### src/sv/lmb_pkg.sv
// ----------------------------------------------------------------------------
// lmb_pkg
// Shared types and constants of the LCD micro-bar glyph builder.
// ----------------------------------------------------------------------------
`default_nettype none

package lmb_pkg;

	localparam int SLOTS_DEF    = 8;
	localparam int SLOT_FW      = 3;
	localparam int CMD_W        = 2;
	localparam int HEIGHT_W     = 8;
	localparam int ROWS         = 8;
	localparam int ROW_W        = 5;
	localparam int GLYPH_W      = ROWS * ROW_W;
	localparam int MAX_HEIGHT   = 8;
	localparam int CLAMP_W      = 4;
	localparam int CURSOR_LIMIT = 24;
	localparam int BAR_IDX_W    = 5;

	localparam logic [ROW_W-1:0] LEFT_MASK   = 5'b10000;
	localparam logic [ROW_W-1:0] CENTER_MASK = 5'b00100;
	localparam logic [ROW_W-1:0] RIGHT_MASK  = 5'b00001;

	typedef enum logic [CMD_W-1:0] {
		CMD_DRAW  = 2'd0,
		CMD_INVAL = 2'd1,
		CMD_CLEAR = 2'd2
	} cmd_t;

	// Request from the control path to the glyph cache
	typedef struct packed {
		logic               draw;
		logic               inval;
		logic               clr;
		logic [SLOT_FW-1:0] idx;
	} cache_req_t;

endpackage

`default_nettype wire

### src/sv/lmb_glyph.sv
// ----------------------------------------------------------------------------
// lmb_glyph
// Builds one 5x8 glyph from three bar heights and the cursor marker.
// ----------------------------------------------------------------------------
`default_nettype none

module lmb_glyph (
	input  wire logic [lmb_pkg::SLOT_FW-1:0]  slot,
	input  wire logic [lmb_pkg::HEIGHT_W-1:0] left_height,
	input  wire logic [lmb_pkg::HEIGHT_W-1:0] center_height,
	input  wire logic [lmb_pkg::HEIGHT_W-1:0] right_height,
	input  wire logic [lmb_pkg::HEIGHT_W-1:0] marker,
	output logic      [lmb_pkg::GLYPH_W-1:0]  glyph
);
	import lmb_pkg::*;

	logic [CLAMP_W-1:0]   lh, ch, rh;
	logic [BAR_IDX_W-1:0] base;
	logic [BAR_IDX_W-1:0] mk;
	logic [ROW_W-1:0]     cursor;

	function automatic logic [CLAMP_W-1:0] clamp(input logic [HEIGHT_W-1:0] h);
		if (h > HEIGHT_W'(MAX_HEIGHT))
			return CLAMP_W'(MAX_HEIGHT);
		return h[CLAMP_W-1:0];
	endfunction

	assign lh = clamp(left_height);
	assign ch = clamp(center_height);
	assign rh = clamp(right_height);

	// first bar index of this slot: slot * 3
	assign base = BAR_IDX_W'({slot, 1'b0}) + BAR_IDX_W'(slot);
	assign mk   = marker[BAR_IDX_W-1:0];

	always_comb begin
		cursor = '0;
		if (marker < HEIGHT_W'(CURSOR_LIMIT)) begin
			if (mk == base)
				cursor = LEFT_MASK;
			else if (mk == base + BAR_IDX_W'(1))
				cursor = CENTER_MASK;
			else if (mk == base + BAR_IDX_W'(2))
				cursor = RIGHT_MASK;
		end
	end

	// bar h fills the bottom h rows; row 7 is the bottom
	always_comb begin
		logic [ROW_W-1:0] v;
		for (int r = 0; r < ROWS; r++) begin
			v = '0;
			if (lh >= CLAMP_W'(ROWS - r))
				v = v | LEFT_MASK;
			if (ch >= CLAMP_W'(ROWS - r))
				v = v | CENTER_MASK;
			if (rh >= CLAMP_W'(ROWS - r))
				v = v | RIGHT_MASK;
			if ((r % 2) == 0)
				v = v ^ cursor;
			glyph[r*ROW_W +: ROW_W] = v;
		end
	end

endmodule

`default_nettype wire

### src/sv/lmb_cache.sv
// ----------------------------------------------------------------------------
// lmb_cache
// Per-slot glyph cache with valid bits; flags a hit, stores the glyph on a draw miss, zeroes a slot on clear
// and drops all valid bits on invalidate.
`default_nettype none

module lmb_cache #(
	parameter int SLOTS = lmb_pkg::SLOTS_DEF
) (
	input  wire logic                       clk,
	input  wire logic                       arst_n,
	input  wire lmb_pkg::cache_req_t        req,
	input  wire logic [lmb_pkg::GLYPH_W-1:0] glyph,
	output logic                            hit
);
	import lmb_pkg::*;

	localparam int IDX_W = (SLOTS > 1) ? $clog2(SLOTS) : 1;

	logic [GLYPH_W-1:0] glyph_q [SLOTS];
	logic [SLOTS-1:0]   valid_q;
	logic [IDX_W-1:0]   idx;

	assign idx = req.idx[IDX_W-1:0];
	assign hit = valid_q[idx] && (glyph_q[idx] == glyph);

	always_ff @(posedge clk) begin
		if (req.clr)
			glyph_q[idx] <= '0;
		else if (req.draw && !hit)
			glyph_q[idx] <= glyph;
	end

	always_ff @(posedge clk or negedge arst_n) begin
		if (!arst_n) begin
			valid_q <= '0;
		end else if (req.inval) begin
			valid_q <= '0;
		end else if (req.clr || (req.draw && !hit)) begin
			valid_q[idx] <= 1'b1;
		end
	end

endmodule

`default_nettype wire

### src/sv/lcd_microbar_glyph_builder.sv
// ----------------------------------------------------------------------------
// lcd_microbar_glyph_builder
// Custom-character glyph builder for a character LCD bar graph, with a
// per-slot cache so that a draw sends only a changed glyph.
// ----------------------------------------------------------------------------
//  channel   | handshake            | payload
//  ----------+----------------------+------------------------------------------
//  command   | start / busy         | cmd, slot, *_height, marker
//  result    | strobe (one cycle)   | char_slot, glyph_rows, last
//
//  A draw or invalidate item is taken every cycle while busy is low; its result,
//  if any, passes the input register, then the result register.
//  A clear item holds busy high until its final slot while a counter walks the
//  slots, giving one result per cycle, slot 0 first.
//  Reset clears the pipeline valid, the sweep counter and all valid bits.
//  The receiver cannot stall; results are never held.
// ----------------------------------------------------------------------------
`default_nettype none

module lcd_microbar_glyph_builder #(
	parameter int SLOTS = lmb_pkg::SLOTS_DEF
) (
	input  wire logic                         clk,
	input  wire logic                         arst_n,
	input  wire logic                         start,
	output logic                              busy,
	input  wire logic [lmb_pkg::CMD_W-1:0]    cmd,
	input  wire logic [lmb_pkg::SLOT_FW-1:0]  slot,
	input  wire logic [lmb_pkg::HEIGHT_W-1:0] left_height,
	input  wire logic [lmb_pkg::HEIGHT_W-1:0] center_height,
	input  wire logic [lmb_pkg::HEIGHT_W-1:0] right_height,
	input  wire logic [lmb_pkg::HEIGHT_W-1:0] marker,
	output logic                              strobe,
	output logic      [lmb_pkg::SLOT_FW-1:0]  char_slot,
	output logic      [lmb_pkg::GLYPH_W-1:0]  glyph_rows,
	output logic                              last
);
	import lmb_pkg::*;

	localparam int CNT_W = (SLOTS > 1) ? $clog2(SLOTS) : 1;
	localparam logic [SLOT_FW:0] SLOTS_L = (SLOT_FW + 1)'(SLOTS);
	localparam logic [CNT_W-1:0] CNT_LAST = CNT_W'(SLOTS - 1);

	logic                 accept;
	logic                 vld_s1;
	logic [CMD_W-1:0]     cmd_s1;
	logic [SLOT_FW-1:0]   slot_s1;
	logic [HEIGHT_W-1:0]  lh_s1, ch_s1, rh_s1, marker_s1;
	logic [CNT_W-1:0]     cnt_q;

	logic                 draw_ok, clear_act, sweep_last, hit;
	logic [GLYPH_W-1:0]   glyph;
	cache_req_t           req;

	logic                 strobe_q, last_q;
	logic [SLOT_FW-1:0]   char_slot_q;
	logic [GLYPH_W-1:0]   glyph_q;

	assign clear_act  = vld_s1 && (cmd_s1 == CMD_CLEAR);
	assign sweep_last = (cnt_q == CNT_LAST);
	assign busy       = clear_act && !sweep_last;
	assign accept     = start && !busy;
	assign draw_ok    = vld_s1 && (cmd_s1 == CMD_DRAW) && ({1'b0, slot_s1} < SLOTS_L);

	// input register
	always_ff @(posedge clk or negedge arst_n) begin
		if (!arst_n) begin
			vld_s1 <= 1'b0;
		end else if (accept) begin
			vld_s1 <= 1'b1;
		end else if (!busy) begin
			vld_s1 <= 1'b0;
		end
	end

	always_ff @(posedge clk) begin
		if (accept) begin
			cmd_s1    <= cmd;
			slot_s1   <= slot;
			lh_s1     <= left_height;
			ch_s1     <= center_height;
			rh_s1     <= right_height;
			marker_s1 <= marker;
		end
	end

	// advance the clear sweep, wrap on the final slot
	always_ff @(posedge clk or negedge arst_n) begin
		if (!arst_n) begin
			cnt_q <= '0;
		end else if (clear_act) begin
			cnt_q <= sweep_last ? '0 : cnt_q + CNT_W'(1);
		end
	end

	lmb_glyph u_glyph (
		.slot          (slot_s1),
		.left_height   (lh_s1),
		.center_height (ch_s1),
		.right_height  (rh_s1),
		.marker        (marker_s1),
		.glyph         (glyph)
	);

	always_comb begin
		req.draw  = draw_ok;
		req.inval = vld_s1 && (cmd_s1 == CMD_INVAL);
		req.clr   = clear_act;
		req.idx   = clear_act ? SLOT_FW'(cnt_q) : slot_s1;
	end

	lmb_cache #(
		.SLOTS (SLOTS)
	) u_cache (
		.clk    (clk),
		.arst_n (arst_n),
		.req    (req),
		.glyph  (glyph),
		.hit    (hit)
	);

	// result register
	always_ff @(posedge clk or negedge arst_n) begin
		if (!arst_n) begin
			strobe_q <= 1'b0;
		end else begin
			strobe_q <= (draw_ok && !hit) || clear_act;
		end
	end

	always_ff @(posedge clk) begin
		char_slot_q <= req.idx;
		glyph_q     <= clear_act ? '0 : glyph;
		last_q      <= clear_act ? sweep_last : 1'b1;
	end

	assign strobe     = strobe_q;
	assign char_slot  = char_slot_q;
	assign glyph_rows = glyph_q;
	assign last       = last_q;

endmodule

`default_nettype wire

### config.mk
export PLATFORM = sky130hd
export DESIGN_NAME = lcd_microbar_glyph_builder
export DESIGN_NICKNAME = d
export VERILOG_FILES = /design/src/sv/lmb_pkg.sv /design/src/sv/lmb_glyph.sv /design/src/sv/lmb_cache.sv /design/src/sv/lcd_microbar_glyph_builder.sv
export SDC_FILE = /design/constraint.sdc
export NUM_CORES = 1
export LEC_CHECK = 0
export BUFFER_PORTS_ARGS = -buffer_cell sky130_fd_sc_hd__buf_2
export CORE_MARGIN = 5
export CORE_UTILIZATION = 40
export CTS_CLUSTER_DIAMETER = 150
export DETAILED_ROUTE_END_ITERATION = 16
export PLACE_DENSITY = 0.68
export REMOVE_ABC_BUFFERS = 1
export SLEW_MARGIN = 30
export SYNTH_ARGS = -nofsm -noshare
export SYNTH_HDL_FRONTEND = slang
export SYNTH_SLANG_ARGS = --single-unit
### constraint.sdc
create_clock -name clk -period 7 [get_ports clk]
set_input_delay 0 -clock clk [delete_from_list [all_inputs] [get_ports clk]]
set_output_delay 0 -clock clk [all_outputs]
set_load 0.02 [all_outputs]
==> results.ini, run 1 <==
[global_routing]
gr-total-overflow=0
grt_pass1_wl_um=47600
grt_pass1_vias=8010
busiest_layer=met2
antenna_found_initial=0
met2_usage=0.300
grt_use_met1=0.249
grt_use_met3=0.0334
grt_max_degree=47
track_usage=0.184

[final_layout]
multi_input_area_um2=3680
n_fill_cell=2457
area_delta_synth_final_pct=19.1
antenna_cells=0
seq_area_um2=7760
postLayoutCoreUtil=0.486
drive_gt1_frac=0.180
final_cells=1411
final_nets=1053

[clocking]
cts.clk_slew.worst_paths_ps=60
cts_tree=done
cts-root-buf=clkbuf_16
clock_latency_ps=530
cts.sinks=270
cts_resized=0
cts_buffer_depth=3
cts_buffers=29
htree_levels=1

[synth]
yosysTopAreaCell=edfxtp_1
synth_area_um2=11800
synthTopCellsByArea=edfxtp_1 (58%), dfxtp_1 (4.8%), mux2i_1 (3.5%)
yosysTopAreaCellShare=0.584
async_reset_ff_frac=0.0481
synth_flop_cell=edfxtp_1
synth_area_per_cell_um2=13.4
postSynthCellCount=880
yosysSeqAreaShare=0.660
ys_top_cells_by_count=edfxtp_1 (229), nor2_1 (80), nand2_1 (60), mux2i_1 (41), a21oi_1 (36)
yosys.cell_types.count=78
synth_edf_count=229
synth.ff_latch_count=270
ys_warn_count=0
synth_most_common_cell=edfxtp_1

[setup_path]
worst-path-max-fanout=23
criticalPathCategory=reg -> reg
cp-start-kind=flop
critPathCaptureType=flop
required_ps=7250
r2r_slack_ps=980
arrival_ps=6260

[floorplanning]
ios=86
dieArea_um2=32900
rows=62
die_height_um=182
start_util=0.408
die_x_um=182
core_um2=28900

[routing]
ant_nets=0
post-route-drc-count=0
avgViaCountPerCell=5.64
drtPass1Iterations=5
wirelength_um=31000
via_count=7955
wire_per_inst_um=22.0
drt_iter0_drc=903

[run_status]
status=completed

[timing]
finalSetupViolCount=0
hold_viol=0
period_share=0.860
slew_headroom=0.418
worstMarginPinSlew_ps=849
rsz0062_at_grt=false
fmax_mhz=166
fin_skew_ps=8.55
drv_slew=0
fin_crit_ps=6020
tns_ps=0

[power]
irDropWorstVdd_mv=0.295
p_per_area_nw_per_um2=296
leakagePower_nw=5.09

[place]
place_congestion=0.892
dp_cells=1317
hpwlAfterDp_um=19900
io_buffers=69

[min_path]
min_path_type=in -> reg

[job]
drv_cap=0

## what timing repair did
item	CTS	global route
hold endpoints to repair	51	0
buffers inserted	0	0
hold buffers	40	0
## worst max-delay path, stage by stage, from the launching register on
cell and delay [ps]:
edfxtp_1 530, buf_4 350, inv_1 260, fa_1 530, xnor3_1 470, nor4_4 590, xor2_1 580, xnor2_1 260
a21oi_1 280, nand4_1 180, or4_4 600, o311ai_4 420, buf_4 290, nor2_2 100, buf_4 250
## worst paths after layout
check / start / to / depth (start not counted)
worst max-delay path: slot_s1[1]$_DFFE_PP_ / u_cache.glyph_q[4][10]$_DFFE_PP_ / 14
worst max register to register: slot_s1[1]$_DFFE_PP_ / u_cache.glyph_q[4][10]$_DFFE_PP_ / 14
min in group asynchronous: arst_n / u_cache.valid_q[3]$_DFFE_PN0P_ / 3
worst min-delay path: left_height[2] / lh_s1[2]$_DFFE_PP_ / 2
worst min register to register: u_cache.valid_q[3]$_DFFE_PN0P_ / u_cache.valid_q[3]$_DFFE_PN0P_ / 2
max in group asynchronous: arst_n / cnt_q[0]$_DFFE_PN0P_ / 3
## metrics by stage
| step | area [um2] | total power [mW] | hold WS, ps | setup WS (ps) |
|---|---|---|---|---|
| final | 14000 | 4.14 | 172 | 982 |
| after global routing | 14000 | 4.30 | 160 | 773 |
| after floorplan | 11500 | 2.31 | -296 | 627 |
| after CTS | 14000 | 4.16 | 155 | 971 |
| after global placement | 12600 | 2.53 | -88.0 | 975 |
| after detailed placement | 12600 | 2.54 | -81.2 | 981 |
## sequential cells by signal, indices dropped and copies added, names as in the netlist, 2 cells and up
name and count:
ch_s1 8, char_slot 3, cmd_s1 2, cnt_q 3, glyph_rows 24, lh_s1 8
marker_s1 8, rh_s1 8, slot_s1 3, u_cache.glyph_q 192, u_cache.valid_q 8
## per-layer routing
metal,vias up,wire (um)
met1,3937,12500
met3,66,2640
li1,3559,-
met2,393,14700
met5,-,0
met4,0,1110
## layout make-up
class / count / share of cell area
Tap cell: 384 / 0.0343
Multi-Input combinational cell: 543 / 0.263
Clock buffer: 39 / 0.0588
Clock inverter: 14 / 0.0143
Sequential cell: 270 / 0.554
Inverter: 23 / 0.00616
Timing Repair Buffer: 138 / 0.0697
## where the power goes
part           internal (mW)  total [mW]  switching (mW)
sequential              1.83        1.87          0.0444
combinational          0.239       0.660           0.421
clock                   1.00        1.61           0.606
## cells by family (layout without fill, tap and decap cells)
family | Yosys count | in the layout | synth area share
adders and majority gates | 8 | 8 | 0.00914
and+or+nand+nor | 253 | 253 | 0.111
other | 1 | 16 | 0.000319
xor gates and xnor gates | 39 | 39 | 0.0308
buffers and inverters | 82 | 214 | 0.0343
DFF | 270 | 270 | 0.660
muxes | 60 | 60 | 0.0581
AOI/OAI and AO/OA | 167 | 167 | 0.0970
## cell usage in the layout (no fill, tap or decap), types with 16 or more instances in the layout
| cell | instances |
|---|---|
| inv_1 | 21 |
| dfxtp_1 | 28 |
| edfxtp_1 | 229 |
| xor2_1 | 18 |
| conb_1 | 16 |
| buf_4 | 28 |
| nor3_1 | 17 |
| buf_2 | 69 |
| a211oi_1 | 19 |
| o21ai_0 | 25 |
| dlygate4sd3_1 | 40 |
| nand2_1 | 60 |
| mux2i_1 | 41 |
| o22ai_1 | 31 |
| clkbuf_16 | 29 |
| xnor2_1 | 19 |
| a21oi_1 | 35 |
| nor2_1 | 72 |
No activity file was read; power rests on OpenSTA's default activity.
==> run 2, diff against run 1 <==
--- a/config.mk
+++ b/config.mk
@@ -8,6 +8,7 @@
 export BUFFER_PORTS_ARGS = -buffer_cell sky130_fd_sc_hd__buf_2
 export CORE_MARGIN = 5
 export CORE_UTILIZATION = 40
+export CTS_BUF_LIST = sky130_fd_sc_hd__clkbuf_4
 export CTS_CLUSTER_DIAMETER = 150
 export DETAILED_ROUTE_END_ITERATION = 16
 export PLACE_DENSITY = 0.68
==> constraint.sdc (replaced) <==
create_clock -name clk -period 7 [get_ports clk]
set_input_delay 0.7 -clock clk [delete_from_list [all_inputs] [get_ports clk]]
set_output_delay 0.7 -clock clk [all_outputs]
set_load 0.02 [all_outputs]
==> run 2 against run 1 <==
Clock power decreased by 17%. Total power decreased by 7.1%. Die area unchanged. Largest power group unchanged. Highest routed layer unchanged.
==> results.ini, run 2 (synthesis results as in run 1) <==
[timing]
fin_skew_ps=49.2
period_share=0.867
finalWorstSetupSlack_ps=929
finalSetupViolCount=0
drv_slew=0
hold_viol=0
tns_ps=0
fmax_mhz=165
rsz0062_at_grt=false
worstMarginPinSlew_ps=871
fin_crit_ps=6070
holdWs_ps=171
slew_headroom=0.402

[routing]
ant_nets=0
wirelength_um=31000
drt_iter0_drc=898
via_count=8089
post-route-drc-count=0
drtPass1Iterations=5
avgViaCountPerCell=5.60
wire_per_inst_um=21.5

[final_layout]
final_nets=1055
n_fill_cell=2554
postLayoutCoreUtil=0.466
final_cells=1444
drive_gt1_frac=0.228
top_register=u_cache.glyph_q
layout_commonest_cell=edfxtp_1
area_delta_synth_final_pct=14.4
layout_common_cells=edfxtp_1 (229), clkbuf_4 (93), nor2_1 (72)
largest_reg_flops=192
stdcell_area_um2=13500

[power]
p_seq_frac=0.486
p_comb_frac=0.168
clkPwrFrac=0.345
irDropWorstVdd_mv=0.185
p_per_area_nw_per_um2=286
swShare=0.293
power_mw=3.85
switching_power_mw=1.13
leakagePower_nw=4.93
p_int_mw=2.72

[setup_path]
worst_path_max_delay_cell=or4_4
required_ps=7330
cp-start-kind=flop
cp_common_cell=buf_4
crit_chain=buf_4, inv_1, fa_1, xnor3_1, nor4_4, xor2_1, xnor2_1, a21oi_1, nand4_1, or4_4, o21ai_2, buf_4, nor2_1
criticalPathCategory=reg -> reg
critPathCaptureType=flop
crit_family=simple AND/OR/NAND/NOR gates
worst-path-max-fanout=23
arrival_ps=6400
worst-path-buf-inv=3
cp_slowest_stage_delay_ps=610

[global_routing]
grt_max_degree=47
grt_pass1_wl_um=47600
antenna_found_initial=1
track_usage=0.185
gr-total-overflow=0
grt_pass1_vias=8235

[floorplanning]
start_util=0.408
dieArea_um2=32900
die_x_um=182
die_height_um=182
rows=62
ios=86
core_um2=28900

[clocking]
cts-root-buf=clkbuf_4
cts.clk_slew.worst_paths_ps=60
cts.sinks=270
cts_tree=done
cts_setup_buffers=0
htree_levels=3
cts_buffers=71
cts_buffer_depth=3
clock_latency_ps=710

[place]
pre_cts_ws_ps=981
dp_cells=1317
io_buffers=69
placed_cell_area_um2=12600
place_congestion=0.892
hpwlAfterDp_um=19900

[run_status]
status=completed

[min_path]
min_path_type=in -> reg

[job]
drv_cap=0

## run 2: changes by cell type in the layout (fill, tap and decap cells not counted), sizes merged
cell	change
clkbuf	+54
diode	+1
dlygate4sd3	-39
clkinv	+22
buf	-1
bufinv	-4
inv	+1
clkinvlp	-1
## run 2: what timing repair did
action / in CTS / in global routing
hold endpoints to repair: 13 / 0
gates resized for setup: 0 / 0
hold buffers: 1 / 0
## run 2: worst paths after layout
path / slack, ps / to / cells after the start / from
min in group asynchronous: 450 / u_cache.valid_q[7]$_DFFE_PN0P_ / 2 / arst_n
max in group asynchronous: 6290 / cnt_q[2]$_DFFE_PN0P_ / 2 / arst_n
hold reg to reg: 490 / u_cache.valid_q[2]$_DFFE_PN0P_ / 2 / u_cache.valid_q[2]$_DFFE_PN0P_
setup reg to reg: 930 / u_cache.glyph_q[5][5]$_DFFE_PP_ / 13 / slot_s1[1]$_DFFE_PP_
setup / recovery: 930 / u_cache.glyph_q[5][5]$_DFFE_PP_ / 13 / slot_s1[1]$_DFFE_PP_
hold / removal: 170 / ch_s1[3]$_DFFE_PP_ / 1 / center_height[3]
## run 2: worst register-to-register path: cells and delay by family, from the launching register on
family          cells  cell delay [ps]
fa+ha+maj           1              530
flops               1              520
buf+inv             3             1000
simple gates        4             1620
compound gates      2              740
xor+xnor            3             1320
## run 2: area by class of cell
type	instances	area, um2	area share
Sequential cell	270	7760	0.577
Inverter	23	86.3	0.00642
Timing Repair Buffer	98	566	0.0420
Clock inverter	32	179	0.0133
Multi-Input combinational cell	543	3680	0.274
Antenna cell	1	2.50	0.000186
Clock buffer	93	698	0.0519
Tap cell	384	480	0.0357
## run 2: power groups by stage
stage	combinational, mW	clock (mW)	sequential, mW
final	0.647	1.33	1.87
after global routing	0.698	1.44	1.88
after CTS	0.638	1.36	1.87
after detailed placement	0.633	0	1.90
after global placement	0.627	0	1.90
after floorplan	0.358	0	1.95
## run 2: layer usage
layer / up-vias / share of wire / track usage
met5: - / 0 / 0
li1: 3611 / - / -
met4: 0 / 0.029 / 0.0702
met3: 70 / 0.091 / 0.0390
met1: 3962 / 0.41 / 0.244
met2: 446 / 0.47 / 0.302
==> run 3, diff against run 2 <==
--- a/config.mk
+++ b/config.mk
@@ -11,9 +11,11 @@
 export CTS_BUF_LIST = sky130_fd_sc_hd__clkbuf_4
 export CTS_CLUSTER_DIAMETER = 150
 export DETAILED_ROUTE_END_ITERATION = 16
+export GPL_TIMING_DRIVEN = 0
 export PLACE_DENSITY = 0.68
 export REMOVE_ABC_BUFFERS = 1
-export SLEW_MARGIN = 30
+export SKIP_CTS_REPAIR_TIMING = 1
+export SLEW_MARGIN = 0
 export SYNTH_ARGS = -nofsm -noshare
 export SYNTH_HDL_FRONTEND = slang
 export SYNTH_SLANG_ARGS = --single-unit
==> run 3 against run 2 <==
Final area up 2.5%. Total power up 3.9%. Combinational power down 11%. Clock skew down 2.4 ps. Critical path type unchanged. Largest cell class unchanged. Largest power group unchanged.
==> results.ini, run 3 (synthesis results as in run 1) <==
[setup_path]
arrival_ps=7080
criticalPathCategory=reg -> reg
required_ps=7430
ff2ff_path_depth=13
cp-start-kind=flop
r2r_slack_ps=340
regToRegEndpoint=u_cache.glyph_q[4][32]$_DFFE_PP_
critPathCaptureType=flop
rr_startpoint=slot_s1[1]$_DFFE_PP_
setup.worst_path.start=slot_s1[1]$_DFFE_PP_
endpoint=u_cache.glyph_q[4][32]$_DFFE_PP_
worst-path-max-fanout=17

[routing]
via_count=8077
drtPass1Iterations=7
drt_iter0_drc=903
avgViaCountPerCell=5.60
ant_nets=0
wirelength_um=30700
post-route-drc-count=0
wire_per_inst_um=21.2

[power]
power_mw=4.00
clkPwrFrac=0.369
p_int_mw=2.87
irDropWorstVdd_mv=0.146
p_comb_frac=0.144
switching_power_mw=1.13
swShare=0.282
p_per_area_nw_per_um2=290
p_seq_frac=0.487
leakagePower_nw=5.03

[timing]
fin_skew_ps=46.8
slew_headroom=0.177
finalSetupViolCount=0
fmax_mhz=150
fin_crit_ps=6660
drv_slew=0
worstMarginPinSlew_ps=1200
period_share=0.951
finalWorstSetupSlack_ps=343
hold_viol=0
holdWs_ps=186

[clocking]
cts.sinks=270
cts.clk_slew.worst_paths_ps=70
cts-root-buf=clkbuf_4
clock_latency_ps=700
cts_tree=done
cts_buffer_depth=3
htree_levels=3
cts_buffers=74

[final_layout]
area_delta_synth_final_pct=17.2
layout_common_cells=edfxtp_1 (229), clkbuf_4 (114), nor2_1 (72)
stdcell_area_um2=13800
layout_commonest_cell=edfxtp_1
postLayoutCoreUtil=0.478
drive_gt1_frac=0.241
final_nets=1050
largest_reg_flops=192
top_register=u_cache.glyph_q

[job]
drv_cap=0

[global_routing]
gr-total-overflow=0
track_usage=0.180
antenna_found_initial=1
grt_pass1_vias=7829
grt_max_degree=41
grt_pass1_wl_um=45900

[place]
placed_cell_area_um2=12800
io_buffers=69
place_congestion=0.796
hpwlAfterDp_um=19100
pre_cts_ws_ps=13.6

[floorplanning]
rows=62
start_util=0.408
dieArea_um2=32900
die_x_um=182
die_height_um=182
ios=86
core_um2=28900

[min_path]
min_path_type=in -> reg

[run_status]
status=completed

[run 3: cell count changes in the layout (fill, tap and decap cells not counted), moves of 2 or more]
cell	previous run	this run
mux2i_2	1	3
buf_8	0	6
clkbuf_4	93	114
buf_4	28	0
clkinv_1	23	11
clkinv_2	3	1
nor2_2	8	0
clkinv_4	3	1
buf_16	0	3
nor2_4	0	8
buf_6	0	3
buf_12	0	8
mux2i_1	41	39
[run 3: worst min-delay path by stage]
stage	from	slack, ps	cells past startpoint	to
floorplan	arst_n	400	0	cnt_q[0]$_DFFE_PN0P_
global placement	u_cache.valid_q[3]$_DFFE_PN0P_	460	2	u_cache.valid_q[3]$_DFFE_PN0P_
detailed placement	u_cache.valid_q[0]$_DFFE_PN0P_	460	2	u_cache.valid_q[0]$_DFFE_PN0P_
CTS	arst_n	-130	1	cnt_q[0]$_DFFE_PN0P_
global route	left_height[7]	130	1	lh_s1[7]$_DFFE_PP_
finish	center_height[3]	190	1	ch_s1[3]$_DFFE_PP_
[run 3: through the flow]
stage	cells	setup TNS, ps
floorplan	836	0
global placement	1289	-981380
detailed placement	1307	0
CTS	1439	-14.5
global route	1443	-33.2
finish	1443	0
[run 3: area by class of cell]
| class | instances | area (um2) |
|---|---|---|
| fill | 2521 | 15100 |
| sequential | 270 | 7760 |
| multi-input combinational | 543 | 3740 |
| clock buffer | 114 | 856 |
| timing repair buffer | 90 | 722 |
| tap | 384 | 480 |
| clock inverter | 18 | 144 |
| inverter | 23 | 86.3 |
| antenna | 1 | 2.50 |
[run 3: power by group through the flow]
stage	registers [mW]	clock network, mW	logic, mW
after floorplan	1.95	0	0.358
after global placement	1.99	0	0.521
after detailed placement	1.98	0	0.561
after CTS	1.95	1.51	0.564
after global routing	1.96	1.60	0.622
final	1.95	1.47	0.576
[run 3: layer usage]
layer | up-vias | GRT usage | share of wire | wire, um
li1 | 3598 | - | - | -
met1 | 3990 | 0.240 | 0.40 | 12400
met2 | 421 | 0.288 | 0.47 | 14500
met3 | 68 | 0.0422 | 0.097 | 2970
met4 | 0 | 0.0702 | 0.027 | 816
met5 | - | 0 | 0 | 0
[run 3: worst max-delay path: stages, from the launching register on]
cell,delay [ps]
edfxtp_1,860
inv_1,460
fa_1,750
nor2b_1,100
o21a_1,200
a211o_1,290
a2111oi_4,670
xor2_1,350
xor2_1,340
nand4_1,190
or4_4,600
o311ai_4,990
nor2_4,300
buf_16,270
